File: src/design/tpwls_pkg.sv
// Package for the text punctuation and word-length statistics block.
// Holds shared widths, codes, the controller state type and command/status structs.
// No dependencies.
`default_nettype none

package tpwls_pkg;

  localparam int MAX_SLOTS       = 8;
  localparam int DEF_PUNCT_SLOTS = 8;
  localparam int DEF_COUNT_BITS  = 16;

  localparam int BYTE_W   = 8;
  localparam int SLOT_W   = 3;
  localparam int NUM_W    = 4;
  localparam int FIELD_W  = 16;
  localparam int MEAN_W   = 24;
  localparam int FRAC_W   = 8;
  localparam int WIDE_W   = 33;
  localparam int CFG_IDX_W = 1;
  localparam int CFG_DATA_W = 64;

  localparam logic [BYTE_W-1:0] SPACE_CODE = 8'h20;

  localparam logic [CFG_IDX_W-1:0] CFG_PUNCT_CHARS  = 1'b0;
  localparam logic [CFG_IDX_W-1:0] CFG_PUNCT_IN_USE = 1'b1;

  typedef enum logic [1:0] {
    ST_IDLE,
    ST_PUNCT,
    ST_DIV,
    ST_STATS
  } ctrl_state_t;

  typedef struct packed {
    logic              byte_en;
    logic              end_en;
    logic              clear;
    logic              stats_sel;
    logic [SLOT_W-1:0] slot;
  } dp_cmd_t;

  typedef struct packed {
    logic [NUM_W-1:0] n_active;
    logic             div_done;
  } dp_stat_t;

  function automatic logic [FIELD_W-1:0] sat16(input logic [WIDE_W-1:0] v);
    return (v > WIDE_W'(17'h0FFFF)) ? {FIELD_W{1'b1}} : v[FIELD_W-1:0];
  endfunction

endpackage

`default_nettype wire

File: src/design/tpwls_ifs.sv
// Channel interfaces for the input bytes and the result items.
// Depends on tpwls_pkg for field widths.
`default_nettype none

interface tpwls_in_if;
  import tpwls_pkg::*;
  logic              valid;
  logic              ready;
  logic [BYTE_W-1:0] text_byte;
  logic              end_of_text;

  modport source(output valid, output text_byte, output end_of_text, input ready);
  modport sink(input valid, input text_byte, input end_of_text, output ready);
endinterface

interface tpwls_out_if;
  import tpwls_pkg::*;
  logic               valid;
  logic               ready;
  logic [SLOT_W-1:0]  punct_slot;
  logic [FIELD_W-1:0] punct_hits;
  logic [FIELD_W-1:0] word_count;
  logic [FIELD_W-1:0] letter_total;
  logic [MEAN_W-1:0]  mean_len_q8;
  logic [FIELD_W-1:0] shortest_len;
  logic [FIELD_W-1:0] longest_len;
  logic               is_stats;
  logic               last;

  modport source(output valid, output punct_slot, output punct_hits, output word_count,
                 output letter_total, output mean_len_q8, output shortest_len,
                 output longest_len, output is_stats, output last, input ready);
  modport sink(input valid, input punct_slot, input punct_hits, input word_count,
               input letter_total, input mean_len_q8, input shortest_len,
               input longest_len, input is_stats, input last, output ready);
endinterface

`default_nettype wire

File: src/design/tpwls_div.sv
// Restoring radix-2 divider for the mean word length, one quotient bit per cycle.
// Depends on tpwls_pkg for widths.
`default_nettype none

module tpwls_div (
  input  wire logic                          clk,
  input  wire logic                          rst_n,
  input  wire logic                          start,
  input  wire logic [tpwls_pkg::MEAN_W-1:0]  dividend,
  input  wire logic [tpwls_pkg::FIELD_W-1:0] divisor,
  output logic                               done,
  output logic [tpwls_pkg::MEAN_W-1:0]       quotient
);
  import tpwls_pkg::*;

  localparam int CNT_W = $clog2(MEAN_W);

  logic               busy_r, busy_nxt;
  logic               done_r, done_nxt;
  logic [CNT_W-1:0]   cnt_r, cnt_nxt;
  logic [FIELD_W-1:0] div_r;
  logic [FIELD_W-1:0] rem_r, rem_nxt;
  logic [MEAN_W-1:0]  quo_r, quo_nxt;
  logic [FIELD_W:0]   rem_sh;
  logic [FIELD_W:0]   rem_sub;

  always_comb begin
    rem_sh  = {rem_r, quo_r[MEAN_W-1]};
    rem_sub = rem_sh - {1'b0, div_r};
    busy_nxt = busy_r;
    done_nxt = done_r;
    cnt_nxt  = cnt_r;
    rem_nxt  = rem_r;
    quo_nxt  = quo_r;
    if (start) begin
      busy_nxt = 1'b1;
      done_nxt = 1'b0;
      cnt_nxt  = '0;
      rem_nxt  = '0;
      quo_nxt  = dividend;
    end else if (busy_r) begin
      if (rem_sh >= {1'b0, div_r}) begin
        rem_nxt = rem_sub[FIELD_W-1:0];
        quo_nxt = {quo_r[MEAN_W-2:0], 1'b1};
      end else begin
        rem_nxt = rem_sh[FIELD_W-1:0];
        quo_nxt = {quo_r[MEAN_W-2:0], 1'b0};
      end
      cnt_nxt = cnt_r + 1'b1;
      if (cnt_r == CNT_W'(MEAN_W - 1)) begin
        busy_nxt = 1'b0;
        done_nxt = 1'b1;
      end
    end
  end

  always_ff @(posedge clk) begin
    if (!rst_n) begin
      busy_r <= 1'b0;
      done_r <= 1'b0;
      cnt_r  <= '0;
    end else begin
      busy_r <= busy_nxt;
      done_r <= done_nxt;
      cnt_r  <= cnt_nxt;
    end
  end

  always_ff @(posedge clk) begin
    if (start) begin
      div_r <= divisor;
    end
    rem_r <= rem_nxt;
    quo_r <= quo_nxt;
  end

  assign done     = done_r;
  assign quotient = quo_r;

endmodule

`default_nettype wire

File: src/design/tpwls_dp.sv
// Datapath: configuration registers, slot match, saturating counters, word tracking,
// result payload selection. Depends on tpwls_pkg and instantiates tpwls_div.
`default_nettype none

module tpwls_dp #(
  parameter int PUNCT_SLOTS = tpwls_pkg::DEF_PUNCT_SLOTS,
  parameter int COUNT_BITS  = tpwls_pkg::DEF_COUNT_BITS
) (
  input  wire logic                             clk,
  input  wire logic                             rst_n,
  input  wire logic                             cfg_we,
  input  wire logic [tpwls_pkg::CFG_IDX_W-1:0]  cfg_index,
  input  wire logic [tpwls_pkg::CFG_DATA_W-1:0] cfg_wdata,
  input  wire logic [tpwls_pkg::BYTE_W-1:0]     in_byte,
  input  wire tpwls_pkg::dp_cmd_t               cmd,
  output tpwls_pkg::dp_stat_t                   stat,
  output logic [tpwls_pkg::SLOT_W-1:0]          punct_slot,
  output logic [tpwls_pkg::FIELD_W-1:0]         punct_hits,
  output logic [tpwls_pkg::FIELD_W-1:0]         word_count,
  output logic [tpwls_pkg::FIELD_W-1:0]         letter_total,
  output logic [tpwls_pkg::MEAN_W-1:0]          mean_len_q8,
  output logic [tpwls_pkg::FIELD_W-1:0]         shortest_len,
  output logic [tpwls_pkg::FIELD_W-1:0]         longest_len,
  output logic                                  is_stats,
  output logic                                  last
);
  import tpwls_pkg::*;

  localparam int IDX_W   = (PUNCT_SLOTS > 1) ? $clog2(PUNCT_SLOTS) : 1;
  localparam int CHARS_W = PUNCT_SLOTS * BYTE_W;

  logic [CHARS_W-1:0]    chars_r;
  logic [NUM_W-1:0]      in_use_r;
  logic [NUM_W-1:0]      n_active;
  logic [PUNCT_SLOTS-1:0] hit;
  logic                  found;
  logic [COUNT_BITS-1:0] slot_cnt_r [PUNCT_SLOTS];
  logic [COUNT_BITS-1:0] space_r, byte_r, cur_r, min_r, max_r;
  logic [COUNT_BITS-1:0] min_close, max_close;
  logic                  is_space;
  logic [WIDE_W-1:0]     words_wide, letters_wide;
  logic [FIELD_W-1:0]    words16, letters16;
  logic                  div_done;
  logic [MEAN_W-1:0]     quo;

  always_ff @(posedge clk) begin
    if (!rst_n) begin
      chars_r  <= '0;
      in_use_r <= '0;
    end else if (cfg_we) begin
      if (cfg_index == CFG_PUNCT_CHARS) begin
        chars_r <= cfg_wdata[CHARS_W-1:0];
      end
      if (cfg_index == CFG_PUNCT_IN_USE) begin
        in_use_r <= cfg_wdata[NUM_W-1:0];
      end
    end
  end

  assign n_active = (in_use_r > NUM_W'(PUNCT_SLOTS)) ? NUM_W'(PUNCT_SLOTS) : in_use_r;

  // The lowest active slot holding the byte takes the hit.
  always_comb begin
    hit   = '0;
    found = 1'b0;
    for (int k = 0; k < PUNCT_SLOTS; k++) begin
      if (!found && (NUM_W'(k) < n_active) && (chars_r[BYTE_W*k +: BYTE_W] == in_byte)) begin
        hit[k] = 1'b1;
        found  = 1'b1;
      end
    end
  end

  assign is_space  = (in_byte == SPACE_CODE);
  assign min_close = ((min_r == '0) || (min_r > cur_r)) ? cur_r : min_r;
  assign max_close = ((max_r == '0) || (max_r < cur_r)) ? cur_r : max_r;

  for (genvar g = 0; g < PUNCT_SLOTS; g++) begin : g_slot
    always_ff @(posedge clk) begin
      if (!rst_n || cmd.clear) begin
        slot_cnt_r[g] <= '0;
      end else if (cmd.byte_en && hit[g] && (slot_cnt_r[g] != '1)) begin
        slot_cnt_r[g] <= slot_cnt_r[g] + 1'b1;
      end
    end
  end

  always_ff @(posedge clk) begin
    if (!rst_n || cmd.clear) begin
      space_r <= '0;
      byte_r  <= '0;
      cur_r   <= '0;
      min_r   <= '0;
      max_r   <= '0;
    end else if (cmd.byte_en) begin
      if (byte_r != '1) begin
        byte_r <= byte_r + 1'b1;
      end
      if (is_space) begin
        if (space_r != '1) begin
          space_r <= space_r + 1'b1;
        end
        min_r <= min_close;
        max_r <= max_close;
        cur_r <= '0;
      end else if (cur_r != '1) begin
        cur_r <= cur_r + 1'b1;
      end
    end else if (cmd.end_en) begin
      min_r <= min_close;
      max_r <= max_close;
      cur_r <= '0;
    end
  end

  assign words_wide   = WIDE_W'(space_r) + WIDE_W'(byte_r != '0);
  assign letters_wide = WIDE_W'(byte_r) - WIDE_W'(space_r);
  assign words16      = sat16(words_wide);
  assign letters16    = sat16(letters_wide);

  tpwls_div u_div (
    .clk      (clk),
    .rst_n    (rst_n),
    .start    (cmd.end_en),
    .dividend ({letters16, {FRAC_W{1'b0}}}),
    .divisor  (words16),
    .done     (div_done),
    .quotient (quo)
  );

  assign stat.n_active = n_active;
  assign stat.div_done = div_done;

  always_comb begin
    punct_slot   = '0;
    punct_hits   = '0;
    word_count   = '0;
    letter_total = '0;
    mean_len_q8  = '0;
    shortest_len = '0;
    longest_len  = '0;
    is_stats     = 1'b0;
    last         = 1'b0;
    if (cmd.stats_sel) begin
      word_count   = words16;
      letter_total = letters16;
      mean_len_q8  = (words16 != '0) ? quo : '0;
      shortest_len = sat16(WIDE_W'(min_r));
      longest_len  = sat16(WIDE_W'(max_r));
      is_stats     = 1'b1;
      last         = 1'b1;
    end else begin
      punct_slot = cmd.slot;
      punct_hits = sat16(WIDE_W'(slot_cnt_r[cmd.slot[IDX_W-1:0]]));
    end
  end

endmodule

`default_nettype wire

File: src/design/tpwls_ctrl.sv
// Controller state machine: byte intake, result sequencing, clearing after the statistics result.
// Depends on tpwls_pkg for the state type and the command/status structs.
`default_nettype none

module tpwls_ctrl (
  input  wire logic                 clk,
  input  wire logic                 rst_n,
  input  wire logic                 in_valid,
  input  wire logic                 in_end,
  output logic                      in_ready,
  output logic                      out_valid,
  input  wire logic                 out_ready,
  input  wire tpwls_pkg::dp_stat_t  stat,
  output tpwls_pkg::dp_cmd_t        cmd
);
  import tpwls_pkg::*;

  ctrl_state_t       state_r, state_nxt;
  logic [SLOT_W-1:0] slot_r, slot_nxt;

  always_ff @(posedge clk) begin
    if (!rst_n) begin
      state_r <= ST_IDLE;
      slot_r  <= '0;
    end else begin
      state_r <= state_nxt;
      slot_r  <= slot_nxt;
    end
  end

  always_comb begin
    state_nxt     = state_r;
    slot_nxt      = slot_r;
    in_ready      = 1'b0;
    out_valid     = 1'b0;
    cmd.byte_en   = 1'b0;
    cmd.end_en    = 1'b0;
    cmd.clear     = 1'b0;
    cmd.stats_sel = 1'b0;
    cmd.slot      = slot_r;
    unique case (state_r)
      ST_IDLE: begin
        in_ready = 1'b1;
        if (in_valid) begin
          if (in_end) begin
            cmd.end_en = 1'b1;
            slot_nxt   = '0;
            state_nxt  = (stat.n_active != '0) ? ST_PUNCT : ST_DIV;
          end else begin
            cmd.byte_en = 1'b1;
          end
        end
      end
      ST_PUNCT: begin
        out_valid = 1'b1;
        if (out_ready) begin
          if ((NUM_W'(slot_r) + 1'b1) == stat.n_active) begin
            state_nxt = ST_DIV;
          end else begin
            slot_nxt = slot_r + 1'b1;
          end
        end
      end
      ST_DIV: begin
        if (stat.div_done) begin
          state_nxt = ST_STATS;
        end
      end
      ST_STATS: begin
        out_valid     = 1'b1;
        cmd.stats_sel = 1'b1;
        if (out_ready) begin
          cmd.clear = 1'b1;
          state_nxt = ST_IDLE;
        end
      end
      default: begin
        state_nxt = ST_IDLE;
      end
    endcase
  end

endmodule

`default_nettype wire

File: src/design/text_punct_and_word_length_stats.sv
// Top level of the text punctuation and word-length statistics block.
// Depends on tpwls_pkg, tpwls_ifs, tpwls_ctrl, tpwls_dp and tpwls_div.
`default_nettype none

// Text bytes are taken one per cycle while the block is idle, each compared with all
// active punctuation slots at once. An end-marker item closes the text and starts a
// restoring divider for the mean word length; the block offers one result per active
// slot, then the statistics result once the divider is done. With a consumer that is
// always ready, the divider alone sets how long input stays closed after an end
// marker, since the at most eight slot results fit inside its run. No input is taken
// until the statistics result is delivered.
module text_punct_and_word_length_stats #(
  parameter int PUNCT_SLOTS = tpwls_pkg::DEF_PUNCT_SLOTS,
  parameter int COUNT_BITS  = tpwls_pkg::DEF_COUNT_BITS
) (
  input  wire logic                             clk,
  input  wire logic                             rst_n,
  tpwls_in_if.sink                              in_ch,
  tpwls_out_if.source                           out_ch,
  input  wire logic                             cfg_we,
  input  wire logic [tpwls_pkg::CFG_IDX_W-1:0]  cfg_index,
  input  wire logic [tpwls_pkg::CFG_DATA_W-1:0] cfg_wdata
);
  import tpwls_pkg::*;

  dp_cmd_t  cmd;
  dp_stat_t stat;
  logic     in_ready;
  logic     out_valid;

  tpwls_ctrl u_ctrl (
    .clk       (clk),
    .rst_n     (rst_n),
    .in_valid  (in_ch.valid),
    .in_end    (in_ch.end_of_text),
    .in_ready  (in_ready),
    .out_valid (out_valid),
    .out_ready (out_ch.ready),
    .stat      (stat),
    .cmd       (cmd)
  );

  tpwls_dp #(
    .PUNCT_SLOTS (PUNCT_SLOTS),
    .COUNT_BITS  (COUNT_BITS)
  ) u_dp (
    .clk          (clk),
    .rst_n        (rst_n),
    .cfg_we       (cfg_we),
    .cfg_index    (cfg_index),
    .cfg_wdata    (cfg_wdata),
    .in_byte      (in_ch.text_byte),
    .cmd          (cmd),
    .stat         (stat),
    .punct_slot   (out_ch.punct_slot),
    .punct_hits   (out_ch.punct_hits),
    .word_count   (out_ch.word_count),
    .letter_total (out_ch.letter_total),
    .mean_len_q8  (out_ch.mean_len_q8),
    .shortest_len (out_ch.shortest_len),
    .longest_len  (out_ch.longest_len),
    .is_stats     (out_ch.is_stats),
    .last         (out_ch.last)
  );

  assign in_ch.ready  = in_ready;
  assign out_ch.valid = out_valid;

  a_no_overlap: assert property (@(posedge clk) disable iff (!rst_n)
    !(in_ready && out_valid))
    else $error("Input and result channels active together.");

  a_end_blocks_input: assert property (@(posedge clk) disable iff (!rst_n)
    (in_ch.valid && in_ready && in_ch.end_of_text) |=> !in_ready)
    else $error("Input taken right after an end marker.");

  a_stats_reopens: assert property (@(posedge clk) disable iff (!rst_n)
    (out_valid && out_ch.ready && out_ch.is_stats) |=> in_ready)
    else $error("Input not reopened after the statistics item.");

  a_slot_in_range: assert property (@(posedge clk) disable iff (!rst_n)
    (out_valid && !out_ch.is_stats) |-> (NUM_W'(out_ch.punct_slot) < stat.n_active))
    else $error("Punctuation item for an inactive slot.");

endmodule

`default_nettype wire

File: src/flat_wrapper.sv
// flat-port wrapper written by rule: the top's interface ports become plain ports
module text_punct_and_word_length_stats_flat import tpwls_pkg::*;
#(
  parameter int PUNCT_SLOTS = tpwls_pkg::DEF_PUNCT_SLOTS,
  parameter int COUNT_BITS  = tpwls_pkg::DEF_COUNT_BITS
)
  (clk, rst_n, cfg_we, cfg_index, cfg_wdata, in_ch_valid, in_ch_text_byte, in_ch_end_of_text, in_ch_ready, out_ch_valid, out_ch_punct_slot, out_ch_punct_hits, out_ch_word_count, out_ch_letter_total, out_ch_mean_len_q8, out_ch_shortest_len, out_ch_longest_len, out_ch_is_stats, out_ch_last, out_ch_ready);
  tpwls_in_if in_ch_i ();
  tpwls_out_if out_ch_i ();
  input  wire logic clk;
  input  wire logic rst_n;
  input  wire logic cfg_we;
  input  wire logic [tpwls_pkg::CFG_IDX_W-1:0] cfg_index;
  input  wire logic [tpwls_pkg::CFG_DATA_W-1:0] cfg_wdata;
  input wire logic [$bits(in_ch_i.valid)-1:0] in_ch_valid;
  input wire logic [$bits(in_ch_i.text_byte)-1:0] in_ch_text_byte;
  input wire logic [$bits(in_ch_i.end_of_text)-1:0] in_ch_end_of_text;
  output wire logic [$bits(in_ch_i.ready)-1:0] in_ch_ready;
  output wire logic [$bits(out_ch_i.valid)-1:0] out_ch_valid;
  output wire logic [$bits(out_ch_i.punct_slot)-1:0] out_ch_punct_slot;
  output wire logic [$bits(out_ch_i.punct_hits)-1:0] out_ch_punct_hits;
  output wire logic [$bits(out_ch_i.word_count)-1:0] out_ch_word_count;
  output wire logic [$bits(out_ch_i.letter_total)-1:0] out_ch_letter_total;
  output wire logic [$bits(out_ch_i.mean_len_q8)-1:0] out_ch_mean_len_q8;
  output wire logic [$bits(out_ch_i.shortest_len)-1:0] out_ch_shortest_len;
  output wire logic [$bits(out_ch_i.longest_len)-1:0] out_ch_longest_len;
  output wire logic [$bits(out_ch_i.is_stats)-1:0] out_ch_is_stats;
  output wire logic [$bits(out_ch_i.last)-1:0] out_ch_last;
  input wire logic [$bits(out_ch_i.ready)-1:0] out_ch_ready;
  assign in_ch_i.valid = in_ch_valid;
  assign in_ch_i.text_byte = in_ch_text_byte;
  assign in_ch_i.end_of_text = in_ch_end_of_text;
  assign in_ch_ready = in_ch_i.ready;
  assign out_ch_valid = out_ch_i.valid;
  assign out_ch_punct_slot = out_ch_i.punct_slot;
  assign out_ch_punct_hits = out_ch_i.punct_hits;
  assign out_ch_word_count = out_ch_i.word_count;
  assign out_ch_letter_total = out_ch_i.letter_total;
  assign out_ch_mean_len_q8 = out_ch_i.mean_len_q8;
  assign out_ch_shortest_len = out_ch_i.shortest_len;
  assign out_ch_longest_len = out_ch_i.longest_len;
  assign out_ch_is_stats = out_ch_i.is_stats;
  assign out_ch_last = out_ch_i.last;
  assign out_ch_i.ready = out_ch_ready;
  text_punct_and_word_length_stats #(.PUNCT_SLOTS(PUNCT_SLOTS), .COUNT_BITS(COUNT_BITS)) u_core (.clk(clk), .rst_n(rst_n), .in_ch(in_ch_i), .out_ch(out_ch_i), .cfg_we(cfg_we), .cfg_index(cfg_index), .cfg_wdata(cfg_wdata));
endmodule
File: config.mk
export PLATFORM = sky130hd
export DESIGN_NAME = text_punct_and_word_length_stats_flat
export DESIGN_NICKNAME = d
export VERILOG_FILES = /design/src/design/tpwls_pkg.sv /design/src/design/tpwls_ifs.sv /design/src/design/tpwls_div.sv /design/src/design/tpwls_dp.sv /design/src/design/tpwls_ctrl.sv /design/src/design/text_punct_and_word_length_stats.sv /design/src/flat_wrapper.sv
export SDC_FILE = /design/constraint.sdc
export NUM_CORES = 1
export LEC_CHECK = 0
export BUFFER_PORTS_ARGS = -buffer_cell sky130_fd_sc_hd__buf_2
export CORE_UTILIZATION = 40
export DETAILED_ROUTE_END_ITERATION = 8
export SLEW_MARGIN = 20
export SYNTH_ARGS = -nofsm -noshare
export SYNTH_HDL_FRONTEND = slang
export SYNTH_SLANG_ARGS = --single-unit
export TNS_END_PERCENT = 50
File: constraint.sdc
create_clock -name clk -period 5.6 [get_ports clk]
set_input_delay 1.12 -clock clk [delete_from_list [all_inputs] [get_ports clk]]
set_output_delay 1.12 -clock clk [all_outputs]
set_load 0.03 [all_outputs]
## After elaboration in Yosys (flattened, before gate mapping)

Memory sizes are Yosys's and may differ from the RTL's. A register that Yosys moved wholly into a read port is not among the register bits.
Cells that the tools add are included.

| cells by class | value |
|---|---|
| add/subtract/negate cells | 17 |
| multiply operators | 0 |
| div/mod/pow operators | 0 |
| order comparisons | 14 |
| equality and inequality tests | 34 |
| shift operators | 0 |
| multiplexer cells | 102 |
| bitwise logic cells | 10 |
| reductions and logical operators | 62 |

Operators with widths:

| cell | number |
|---|---|
| $mux W16 | 28 |
| $add A16 B1 Y16 const B | 11 |
| $ne A16 B16 Y1 const B | 11 |
| $mux W24 | 4 |
| $eq A8 B8 Y1 | 8 |
| $mux W1 | 50 |
| $gt A33 B16 Y1 const B | 1 |
| $logic_not A16 Y1 | 2 |
| $reduce_bool A16 Y1 | 2 |
| $logic_and A1 B1 Y1 | 31 |
| $mux W3 | 7 |
| $mux W2 | 10 |
| $add A16 B1 Y17 | 1 |
| $ge A17 B16 Y1 | 1 |
| $gt A17 B16 Y1 const B | 1 |
| $sub A16 B16 Y17 | 1 |
| $gt A16 B16 Y1 | 1 |
| $lt A16 B16 Y1 | 1 |
| $lt A3 B4 Y1 const A | 4 |
| $sub A16 B16 Y16 | 1 |
| $ne A2 B2 Y1 const B | 7 |
| $reduce_and A2 Y1 | 6 |
| $eq A8 B6 Y1 const B | 1 |
| $logic_not A1 Y1 | 8 |
| 25 further kinds | 41 |

| storage, ports and cells | value |
|---|---|
| register bits after elaboration | 216 |
| bits in latches | 0 |
| memory bits (writable) | 128 |
| bits in read-only memories | 0 |
| input port bits | 79 |
| output and inout port bits | 111 |
| word-level logic and storage cells | 256 |
| memories kept | 1 |

Memories:

| memory | words | bits a word | read ports | clocked after memory_dff | wr ports | line | text |
|---|---|---|---|---|---|---|---|
| u_core.u_dp.slot_cnt_r | 8 | 16 | 9 | 1 | 8 | tpwls_dp.sv:37 | `logic [COUNT_BITS-1:0] slot_cnt_r [PUNCT_SLOTS];` |

## Longest topological paths before layout

Gate-level depths: netlist of the first run.

| depth | value |
|---|---|
| word-level depth | 39 |
| gate-level depth with buffers | 16 |
| mapped depth without buffers | 13 |

## Modules after synthesis

Synthesis of the first run repeated with hierarchy kept, for this count alone.

| second synthesis, totals | value |
|---|---|
| cells, all modules | 2399 |
| area, all modules | 21617.0 sq um |

By module, submodules not included:

| module | instances | cells an instance | area each (sq um) | seq. area each (sq um) |
|---|---|---|---|---|
| tpwls_dp | 1 | 2009 | 17589.4 | 6806.5 |
| tpwls_div | 1 | 333 | 3507.1 | 1661.6 |
| tpwls_ctrl | 1 | 57 | 520.5 | 100.1 |

## Worst setup path after synthesis of the first run

OpenSTA, ideal clock, no wires.

| path | value |
|---|---|
| path kind | reg-to-output |
| start | register u_core.u_dp.byte_r[1] |
| end | output port out_ch_mean_len_q8[10] |
| arrival time | 3290 ps |
| required time | 4480 ps |
| slack | 1190 ps |
| cell stages (with the launch flop) | 17 |
| path buffers | 3 |
| path through | dfxtp_1 > inv_1 > ha_1 > nor4b_1 > nand4_1 > ha_1 > ha_1 > inv_1 > or4_1 > clkbuf_1 > or2_2 > buf_4 > nand2_1 > nor3_1 > nand4_1 > clkbuf_2 > and3_1 |

| on the way | value |
|---|---|
| longest elaborated chain between the ends | 7 |

RTL lines:

| element | line | text |
|---|---|---|
| start, declared | tpwls_dp.sv:38 | `logic [COUNT_BITS-1:0] space_r, byte_r, cur_r, min_r, max_r;` |
| start signal, assigned | tpwls_dp.sv:97 | `byte_r <= byte_r + 1'b1;` |
| $reduce_bool A16 Y1 (*) | tpwls_dp.sv:116 | `assign words_wide = WIDE_W'(space_r) + WIDE_W'(byte_r != '0);` |
| $add A16 B1 Y17 (*) | tpwls_dp.sv:116 |  |
| $gt A17 B16 Y1 | tpwls_pkg.sv:48 | `return (v > WIDE_W'(17'h0FFFF)) ? {FIELD_W{1'b1}} : v[FIELD_W-1:0];` |
| $mux W16 (*) | tpwls_pkg.sv:48 |  |
| via u_core.u_dp.u_div.divisor, one bit | tpwls_div.sv:10 | `input wire logic [tpwls_pkg::FIELD_W-1:0] divisor,` |
| $reduce_bool A16 Y1 (*) | tpwls_dp.sv:147 | `mean_len_q8 = (words16 != '0) ? quo : '0;` |
| $mux W24 (*) | tpwls_dp.sv:147 |  |
| $mux W24 (*) | tpwls_dp.sv:144 | `if (cmd.stats_sel) begin` |
| end, declared | flat_wrapper.sv:24 | `output wire logic [$bits(out_ch_i.mean_len_q8)-1:0] out_ch_mean_len_q8;` |

The timed path passes the listed nets; every way through them passes the cells marked *.

## Worst setup path after layout of the first run

| path | value |
|---|---|
| start | register u_core.u_dp.byte_r[0] |
| end | output port out_ch_mean_len_q8[6] |

| on the way | value |
|---|---|
| longest elaborated chain between the ends | 7 |

RTL lines:

| element | line |
|---|---|
| $reduce_bool A16 Y1 (*) | tpwls_dp.sv:116 |
| $add A16 B1 Y17 (*) | tpwls_dp.sv:116 |
| $gt A17 B16 Y1 | tpwls_pkg.sv:48 |
| $mux W16 (*) | tpwls_pkg.sv:48 |
| $reduce_bool A16 Y1 (*) | tpwls_dp.sv:147 |
| $mux W24 (*) | tpwls_dp.sv:147 |
| $mux W24 (*) | tpwls_dp.sv:144 |

Mark *: on every way between the ends. The rest lies on a longest branch, timed or not.

==> reports/qor.yml, run 1 <==
run_status:
  status: "completed"
synthesis:
  synth.ff_latch_count: 347
  syn_nets: 2428
  synth_seq_area_share_pct: 41.9
  syn_inst: 2264
  synthFlopType: "dfxtp_1"
  synth_area_per_cell_um2: 9.01
  yosys_warnings: 0
  synthArstFlopShare_pct: 0
  synth_edf_count: 160
  ys_types: 72
  netlist_area_um2: 20400
place:
  place.gp.congestion: 0.912
  preCtsSetupSlack_ps: 375
  portBuffers: 189
  hpwl_mm: 39.7
  dp_cells: 3024
die:
  die_h_um: 228
  ios: 190
  initial_utilization_pct: 40.6
  die_area_um2: 51900
  num_rows: 82
  die_w_um: 228
  core_area_um2: 50300
detailed_routing:
  drt_wl_total_mm: 54.7
  ant_nets: 0
  drcViolationCount: 0
  firstDrtPassIters: 7
  avgViaCountPerCell: 5.45
  drtIter0Drc: 1341
  wl_per_cell_um: 17.6
  vias: 16934
worst_setup_path:
  setup.worst_path.end_class: "primary output"
  crit_slowest_cell: "or4_4"
  cp_max_fo: 6
  worst_ep_arrival_time_ps: 4280
  crit_type: "register to primary output"
  crit_start: "u_core.u_dp.byte_r[0]"
  reg2reg_setup_slack_ps: 1990
  start_kind: "register"
  endpoint: "out_ch_mean_len_q8[6]"
  worstPathCellList: "inv_1 -> ha_1 -> nor4b_1 -> nand4_1 -> ha_2 -> ha_4 -> inv_1 -> or4_4 -> a2111oi_2 -> a31oi_1 -> nor4_4 -> nand4_1 -> and3_1 -> buf_2"
  rr_worst_depth: 8
  r2r_start: "u_core.u_ctrl.state_r[0]"
  worst-endpoint-required_ps: 4480
  reg2reg_to: "u_core.u_dp.slot_cnt_r[7][4]"
  slowest_delay_ps: 590
power:
  vdd_drop_max_v: 0.000184
  switching_share_pct: 30.7
  power.switching_mw: 2.18
  power.total_mw: 7.10
  comb_power_share_pct: 20.3
  leakage_nw: 9.01
  p_int_mw: 4.92
  p_clk_share_pct: 36.7
  pwr-share-seq_pct: 43.0
  power_density_nw_per_um2: 305
timing:
  hold_viol: 0
  max_freq_mhz: 185
  clock_skew_ps: 21.3
  finalMaxSlewViolations: 0
  rsz0062_at_grt: "no"
  layout_min_cycle_time_ps: 5400
  setup_tns_ps: 0
  finalCritPeriodShare_pct: 96.4
  tightestPinTransition_ps: 1140
  relSlewSlack_pct: 23.0
  finalWorstSetupSlack_ps: 200
  final-setup-viol-count: 0
clock_network:
  clockRootBuffer: "clkbuf_16"
  clk_pin_slew_ps: 60
  numCtsBuffers: 42
  clock_latency_ps: 570
  tritoncts: "done"
  cts_max_level: 2
  cts_buffer_depth: 3
  cts_sinks: 347
layout:
  instances_no_fill: 3105
  drive_gt1_share_pct: 14.0
  fin_nets: 2563
  most-common-layout-cells: "nor2_1, nand2_1, buf_2"
  final_core_util_pct: 46.2
  area_delta_synth_final_pct: 14.0
  final_common_cell: "nor2_1"
grt:
  antenna_found_initial: 6
  grt_pass1_vias: 16027
  grt_usage_pct: 20.6
  grt_max_degree: 85
  grt_overflow_total: 0
  grt_pass1_wl_mm: 86.9
flow_run:
  drv_cap: 0
hold_path:
  hold_class: "register to register"
## worst max-delay path: cells and delay by family (launching register included)
| kind | cells | cell delay (ps) |
|---|---|---|
| and+or+nand+nor | 6 | 1940 |
| buffers and inverters | 3 | 350 |
| adders and majority gates | 3 | 610 |
| AOI/OAI and AO/OA | 2 | 430 |
| DFF | 1 | 390 |
## state kept, by name, indices dropped and copies added, names as in the netlist, 5 cells and up, named ones only
| signal | cells |
|---|---|
| u_core.u_dp.byte_r | 16 |
| u_core.u_dp.chars_r | 64 |
| u_core.u_dp.cur_r | 16 |
| u_core.u_dp.max_r | 16 |
| u_core.u_dp.min_r | 16 |
| u_core.u_dp.slot_cnt_r | 128 |
| u_core.u_dp.space_r | 16 |
| u_core.u_dp.u_div.cnt_r | 5 |
| u_core.u_dp.u_div.div_r | 16 |
| u_core.u_dp.u_div.quotient | 24 |
| u_core.u_dp.u_div.rem_r | 16 |
## cell families (layout without fill, tap and decap cells)
group | after synthesis | count (layout) | share of synthesized area (%)
mux | 68 | 68 | 5.30
compound gates | 337 | 337 | 10.1
fa+ha+maj | 85 | 85 | 5.29
buf+inv | 211 | 375 | 4.24
xor+xnor | 251 | 251 | 10.8
flops | 347 | 347 | 41.9
other cells | 0 | 3 | 0
simple gates | 965 | 967 | 22.4
## power groups by stage
stage               clock [mW]  sequential (mW)  combinational [mW]
floorplan                    0             3.02                1.10
global placement             0             3.10                1.38
detailed placement           0             3.10                1.41
CTS                       2.68             3.05                1.43
global route              2.78             3.08                1.60
finish                    2.61             3.05                1.44
## metal layers
metal / global-route usage (%) / wire length [um] / share of wire [%] / vias up
li1: - / - / - / 8254
met1: 28.9 / 25600 / 47 / 8075
met2: 31.6 / 24100 / 44 / 498
met3: 3.84 / 3440 / 6.3 / 101
met4: 7.58 / 1630 / 3.0 / 6
met5: 0 / 37 / 0.068 / -
## layout make-up
cell class / count / area (um^2)
antenna: 3 / 7.51
clock buffer: 60 / 1220
clock inverter: 15 / 87.6
fill: 4887 / 27000
inverter: 91 / 342
multi-input combinational: 1708 / 11100
sequential: 347 / 8560
tap: 672 / 841
timing repair buffer: 209 / 1100
## Yosys cell counts, types with 14 or more instances
library cell | count | area [um^2]
nor2_1 | 287 | 1080
nand2_1 | 247 | 927
dfxtp_1 | 187 | 3740
edfxtp_1 | 160 | 4800
a21oi_1 | 137 | 686
nand3_1 | 129 | 646
xnor2_1 | 126 | 1100
xor2_1 | 125 | 1090
inv_1 | 89 | 334
clkbuf_1 | 84 | 315
ha_1 | 83 | 1040
o21ai_0 | 70 | 350
and3_1 | 62 | 388
nand4_1 | 57 | 357
and2_1 | 45 | 282
mux2i_1 | 36 | 360
o31ai_1 | 35 | 263
mux4_2 | 32 | 721
nor4_1 | 29 | 181
nor3_1 | 25 | 125
a21o_1 | 16 | 120
nor2b_1 | 16 | 100
a31oi_1 | 15 | 93.8
nand2b_1 | 14 | 87.6
## worst min-delay path by stage
| stage | startpoint | endpoint | slack (ps) | cells past startpoint |
|---|---|---|---|---|
| after floorplan | u_core.u_dp.u_div.done | u_core.u_dp.u_div.done | 430 | 2 |
| after global placement | u_core.u_dp.chars_r[1] | u_core.u_dp.chars_r[1] | 460 | 2 |
| after detailed placement | u_core.u_dp.chars_r[48] | u_core.u_dp.chars_r[48] | 460 | 2 |
| after CTS | u_core.u_dp.chars_r[48] | u_core.u_dp.chars_r[48] | 470 | 2 |
| after global routing | u_core.u_dp.chars_r[44] | u_core.u_dp.chars_r[44] | 480 | 2 |
| final | u_core.u_dp.chars_r[46] | u_core.u_dp.chars_r[46] | 470 | 2 |
## repair_timing
action                                  in CTS  in global routing
endpoints found under the setup margin      24                 24
setup buffers                                1                  0
hold buffers                                 0                  0
gates resized for setup                      2                  7
pin swaps                                    1                  8
cloned                                       1                  1
## per-stage QoR
step / instance area, um^2 / hold slack (ps)
finish: 23300 / 466
global route: 23300 / 482
CTS: 23200 / 467
detailed placement: 21900 / 459
global placement: 21900 / 456
floorplan: 20400 / 428
No activity file was read; power rests on OpenSTA's default activity.
==> run 2: changes to the inputs <==
- clock period: 5.6 -> 4.6 ns (I/O delays scaled with it)
==> run 2 against run 1 <==
Compared with the run above: first-iteration DRC count shrank 19%; clock power rose by 31%; highest routed layer unchanged; critical path depth up 3; die area stayed put; worst hold slack worse by 1.2 ps; clock skew is essentially flat; worst setup slack worse by 120 ps; core utilization is 0.83 points higher; combinational power up 24%; register-to-register slack worse by 800 ps; largest cell class unchanged; sequential share of layout area is 0.65 points lower; clock-buffer cell count down 3.
==> reports/qor.yml, run 2 (synthesized netlist as in run 1, its figures left out) <==
worst_setup_path:
  start_kind: "register"
  worst_ep_arrival_time_ps: 3600
  worst-endpoint-required_ps: 3680
  crit_type: "register to primary output"
  setup.worst_path.end_class: "primary output"
  cp_max_fo: 12
detailed_routing:
  ant_nets: 0
  drcViolationCount: 0
  drtIter0Drc: 1081
  avgViaCountPerCell: 5.42
  vias: 16901
  firstDrtPassIters: 6
  wl_per_cell_um: 17.5
  drt_wl_total_mm: 54.6
layout:
  fin_nets: 2577
  top_register: "u_core.u_dp.slot_cnt_r"
  final_common_cell: "nor2_1"
  instances_no_fill: 3118
  largest_reg_flops: 128
  design_area_um2: 23700
  drive_gt1_share_pct: 15.6
  area_delta_synth_final_pct: 16.0
  antenna_cells: 0
  most-common-layout-cells: "nor2_1, nand2_1, dfxtp_1"
power:
  power_density_nw_per_um2: 378
  comb_power_share_pct: 20.1
  p_clk_share_pct: 38.4
  vdd_drop_max_v: 0.000282
  leakage_nw: 9.15
  pwr-share-seq_pct: 41.6
  power.switching_mw: 2.67
  p_int_mw: 6.27
  switching_share_pct: 29.9
timing:
  max_freq_mhz: 221
  tightestPinTransition_ps: 1000
  finalMaxSlewViolations: 0
  hold_viol: 0
  layout_min_cycle_time_ps: 4520
  finalCritPeriodShare_pct: 98.2
  relSlewSlack_pct: 33.0
  clock_skew_ps: 21.1
  final-setup-viol-count: 0
place:
  hpwl_mm: 40.4
  place.gp.congestion: 0.939
  portBuffers: 189
  dp_cells: 3035
  placed_area_um2: 21900
flow_run:
  drv_cap: 0
grt:
  grt_max_degree: 74
  antenna_found_initial: 2
  grt_usage_pct: 20.5
  grt_pass1_vias: 15880
  grt_overflow_total: 0
  grt_pass1_wl_mm: 86.5
die:
  num_rows: 82
  initial_utilization_pct: 40.6
  ios: 190
  core_area_um2: 50300
  die_h_um: 228
  die_w_um: 228
  die_area_um2: 51900
hold_path:
  hold_class: "register to register"
clock_network:
  cts_sinks: 347
  hold_buffers: 0
  cts_max_level: 2
  clock_latency_ps: 570
  tritoncts: "done"
  numCtsBuffers: 41
  cts_buffer_depth: 3
  clk_pin_slew_ps: 60
  clockRootBuffer: "clkbuf_16"
run_status:
  status: "completed"
## run 2: cell types whose count changed in the layout (fill, tap and decap cells not counted), sizes merged, moves of 2 or more
cell	previous run	this run
clkbuf	60	57
diode	3	0
nand4	60	58
bufinv	0	5
clkinv	14	9
buf	209	226
clkinvlp	0	3
## run 2: cell type report
class	count	area, um^2
Clock buffer	57	1190
Clock inverter	19	231
Fill cell	4801	26600
Inverter	91	344
Multi-Input combinational cell	1706	11200
Sequential cell	347	8550
Tap cell	672	841
Timing Repair Buffer	226	1330
## run 2: final timing paths
check,from,to,slack [ps],depth (start not counted)
hold reg to reg,u_core.u_dp.chars_r[24],u_core.u_dp.chars_r[24],460,2
hold / removal,u_core.u_dp.chars_r[24],u_core.u_dp.chars_r[24],460,2
setup / recovery,u_core.u_dp.byte_r[0],out_ch_mean_len_q8[17],80,17
setup reg to reg,u_core.u_ctrl.state_r[0],u_core.u_dp.slot_cnt_r[7][6],1190,9
## run 2: per-stage QoR
step / hold slack (ps) / worst slack (ps) / util [%] / TNS [ps] / power [mW]
after global placement: 456 / 168 / 43.6 / 0 / 5.48
after floorplan: 428 / 390 / - / 0 / 5.02
final: 464 / 82.9 / 47.1 / 0 / 8.94
after detailed placement: 459 / 21.2 / 43.6 / 0 / 5.51
after CTS: 467 / 2.85 / 46.7 / 0 / 8.98
after global routing: 479 / -37.8 / 47.1 / -45.5 / 9.36
## run 2: power groups by stage
stage,clock [mW],combinational [mW],sequential [mW]
finish,3.43,1.79,3.72
global route,3.62,1.99,3.75
CTS,3.50,1.77,3.71
detailed placement,0,1.74,3.77
global placement,0,1.71,3.77
floorplan,0,1.34,3.68
## run 2: layer usage
| layer | wire [um] | global-route usage (%) | part of all wire, % |
|---|---|---|---|
| met1 | 25900 | 29.1 | 47 |
| met2 | 24600 | 32.4 | 45 |
| met3 | 2810 | 3.39 | 5.1 |
| met4 | 1210 | 5.15 | 2.2 |
| met5 | 26 | 0 | 0.048 |
## run 2: critical path, stage by stage, from the launching register on
cell and delay, ps:
dfxtp_4 350, inv_2 40, ha_1 190, nor4b_4 130
nand4_1 130, ha_2 220, ha_4 160, inv_4 40
or4_4 450, buf_4 180, or2_4 270, nand2_2 100
nor4_4 50, nand4_1 120, buf_6 130, buf_6 130
and3_1 200, buf_6 150
## run 2: timing repair
action,4_1_cts,5_1_grt
setup buffers,5,1
gates cloned,1,0
resized for setup,23,58
endpoints found under the setup margin,35,40
pin swaps,5,5
endpoints found under the hold margin,0,0
==> run 3: changes to the inputs <==
- CELL_PAD_IN_SITES_DETAIL_PLACEMENT: unset -> 1
- CELL_PAD_IN_SITES_GLOBAL_PLACEMENT: unset -> 2
- CORE_UTILIZATION: 40 -> 34
- CTS_BUF_LIST: unset -> sky130_fd_sc_hd__clkbuf_4 sky130_fd_sc_hd__clkbuf_8 sky130_fd_sc_hd__clkbuf_16
- GPL_TIMING_DRIVEN: unset -> 1
- PLACE_DENSITY_LB_ADDON: unset -> 0.1
==> run 3 against run 2 <==
Compared with the run above: the flow now finishes with violations (DRC); sequential share of layout area down 0.64 points; clock skew up 3.2 ps; core utilization down 6.3 points; clock power up 4%; first-iteration DRC count is 34% lower; power rose by 2.9%; via count is 0.61% higher; largest cell class unchanged; highest routed layer unchanged.
==> reports/qor.yml, run 3 (synthesized netlist as in run 1, its figures left out) <==
grt:
  grt_max_degree: 74
  grt_overflow_total: 0
  grt_pass1_vias: 17323
  grt_usage_pct: 21.0
  antenna_found_initial: 10
  grt_pass1_wl_mm: 100
die:
  core_area_um2: 59100
  num_rows: 89
  die_h_um: 247
  die_area_um2: 61000
  die_w_um: 247
  ios: 190
  initial_utilization_pct: 34.5
layout:
  final_common_cell: "nor2_1"
  top_register: "u_core.u_dp.slot_cnt_r"
  most-common-layout-cells: "nor2_1, nand2_1, dfxtp_1"
  largest_reg_flops: 128
  fin_nets: 2585
  area_delta_synth_final_pct: 18.2
  design_area_um2: 24100
  drive_gt1_share_pct: 16.9
  instances_no_fill: 3233
detailed_routing:
  drcViolationCount: 24
  wl_per_cell_um: 19.8
  ant_nets: 0
  avgViaCountPerCell: 5.26
  drt_wl_total_mm: 64.1
  drtIter0Drc: 714
  vias: 17004
  firstDrtPassIters: 7
worst_setup_path:
  setup.worst_path.end_class: "primary output"
  worst_ep_arrival_time_ps: 3550
  crit_family: "simple AND/OR/NAND/NOR gates"
  worst-endpoint-required_ps: 3680
  worstPathCellList: "inv_2 -> ha_4 -> nor4b_4 -> nand4_1 -> ha_2 -> ha_4 -> inv_4 -> or4_4 -> a2111oi_4 -> a31oi_1 -> nor4_1 -> nand4_1 -> buf_6 -> clkbuf_16 -> and3_1 -> buf_6"
  start_kind: "register"
  cp_max_fo: 6
  rr_worst_depth: 8
  crit_slowest_cell: "or4_4"
  slowest_delay_ps: 440
  cp_num_cells: 16
  path_buf_inv: 5
  crit_type: "register to primary output"
timing:
  clock_skew_ps: 24.3
  finalCritPeriodShare_pct: 97.1
  final-setup-viol-count: 0
  hold_viol: 0
  layout_min_cycle_time_ps: 4470
  holdWs_ps: 466
  max_freq_mhz: 224
  rsz0062_at_grt: "yes"
  finalWorstSetupSlack_ps: 133
  relSlewSlack_pct: 29.3
  tightestPinTransition_ps: 1060
  finalMaxSlewViolations: 0
hold_path:
  worstHoldPathCells: 2
  hold_class: "register to register"
clock_network:
  tritoncts: "done"
  cts_buffer_depth: 3
  clockRootBuffer: "clkbuf_16"
  clock_latency_ps: 590
  cts_sinks: 347
  clk_pin_slew_ps: 60
  cts_max_level: 2
  numCtsBuffers: 45
power:
  power_density_nw_per_um2: 382
  vdd_drop_max_v: 0.000221
  leakage_nw: 9.29
place:
  place.gp.congestion: 0.815
  portBuffers: 189
  dp_cells: 3137
  hpwl_mm: 47.7
  preCtsSetupSlack_ps: 210
  placed_area_um2: 22100
run_status:
  violations: "DRC"
  status: "finished with violations"
flow_run:
  drv_cap: 0
[run 3: area by class of cell]
cell class              instances  area (um^2)
fillers                      6849        35000
flip-flops and latches        347         8560
diodes                          4         10.0
multi-input cells            1706        11300
inverters                      91          344
repair buffers                230         1490
clock inverters                15          126
well taps                     773          967
clock buffers                  67         1360
[run 3: timing repair]
item                                    CTS  global route
hold buffers                              0             0
setup buffers                             4             2
cloned                                    1             2
endpoints found under the hold margin     0             0
resized for setup                        68            37
pin swaps                                 7             4
endpoints found under the setup margin   28            39
[run 3: worst reg2reg max path: stages, from the launching register on]
cell	delay (ps)
dfxtp_1	330
inv_1	100
ha_1	190
nand2_1	120
or2_0	490
a41o_1	490
or4b_4	640
or3_1	690
nor2_1	230
[run 3: power by group]
group / leakage (nW) / internal, mW / total [mW] / switching [mW]
Clock: 0.759 / 2.15 / 3.58 / 1.43
Combinational: 5.37 / 0.730 / 1.89 / 1.16
Sequential: 3.15 / 3.48 / 3.73 / 0.248
Total: 9.29 / 6.36 / 9.20 / 2.84
[run 3: per-layer routing]
metal | GRT usage [%] | vias up | wire [um]
li1 | - | 8285 | -
met1 | 28.7 | 8380 | 30800
met2 | 34.3 | 244 | 29600
met3 | 3.34 | 81 | 2240
met4 | 5.76 | 14 | 1370
met5 | 0 | - | 103
[run 3: through the flow]
stage          utilization (%)  total power [mW]  TNS, ps
2_1_floorplan                -              5.02        0
3_3_place_gp              37.3              5.59        0
3_5_place_dp              37.3              5.63        0
4_1_cts                   40.3              9.27        0
5_1_grt                   40.8              9.65     -205
6_report                  40.8              9.20        0
[run 3: final timing paths]
| check | from | endpoint | slack [ps] |
|---|---|---|---|
| worst max-delay path | u_core.u_dp.byte_r[0] | out_ch_mean_len_q8[7] | 130 |
| worst max register to register | u_core.u_ctrl.state_r[1] | u_core.u_dp.slot_cnt_r[7][0] | 1180 |
| worst min register to register | u_core.u_dp.chars_r[61] | u_core.u_dp.chars_r[61] | 470 |
| worst min-delay path | u_core.u_dp.chars_r[61] | u_core.u_dp.chars_r[61] | 470 |
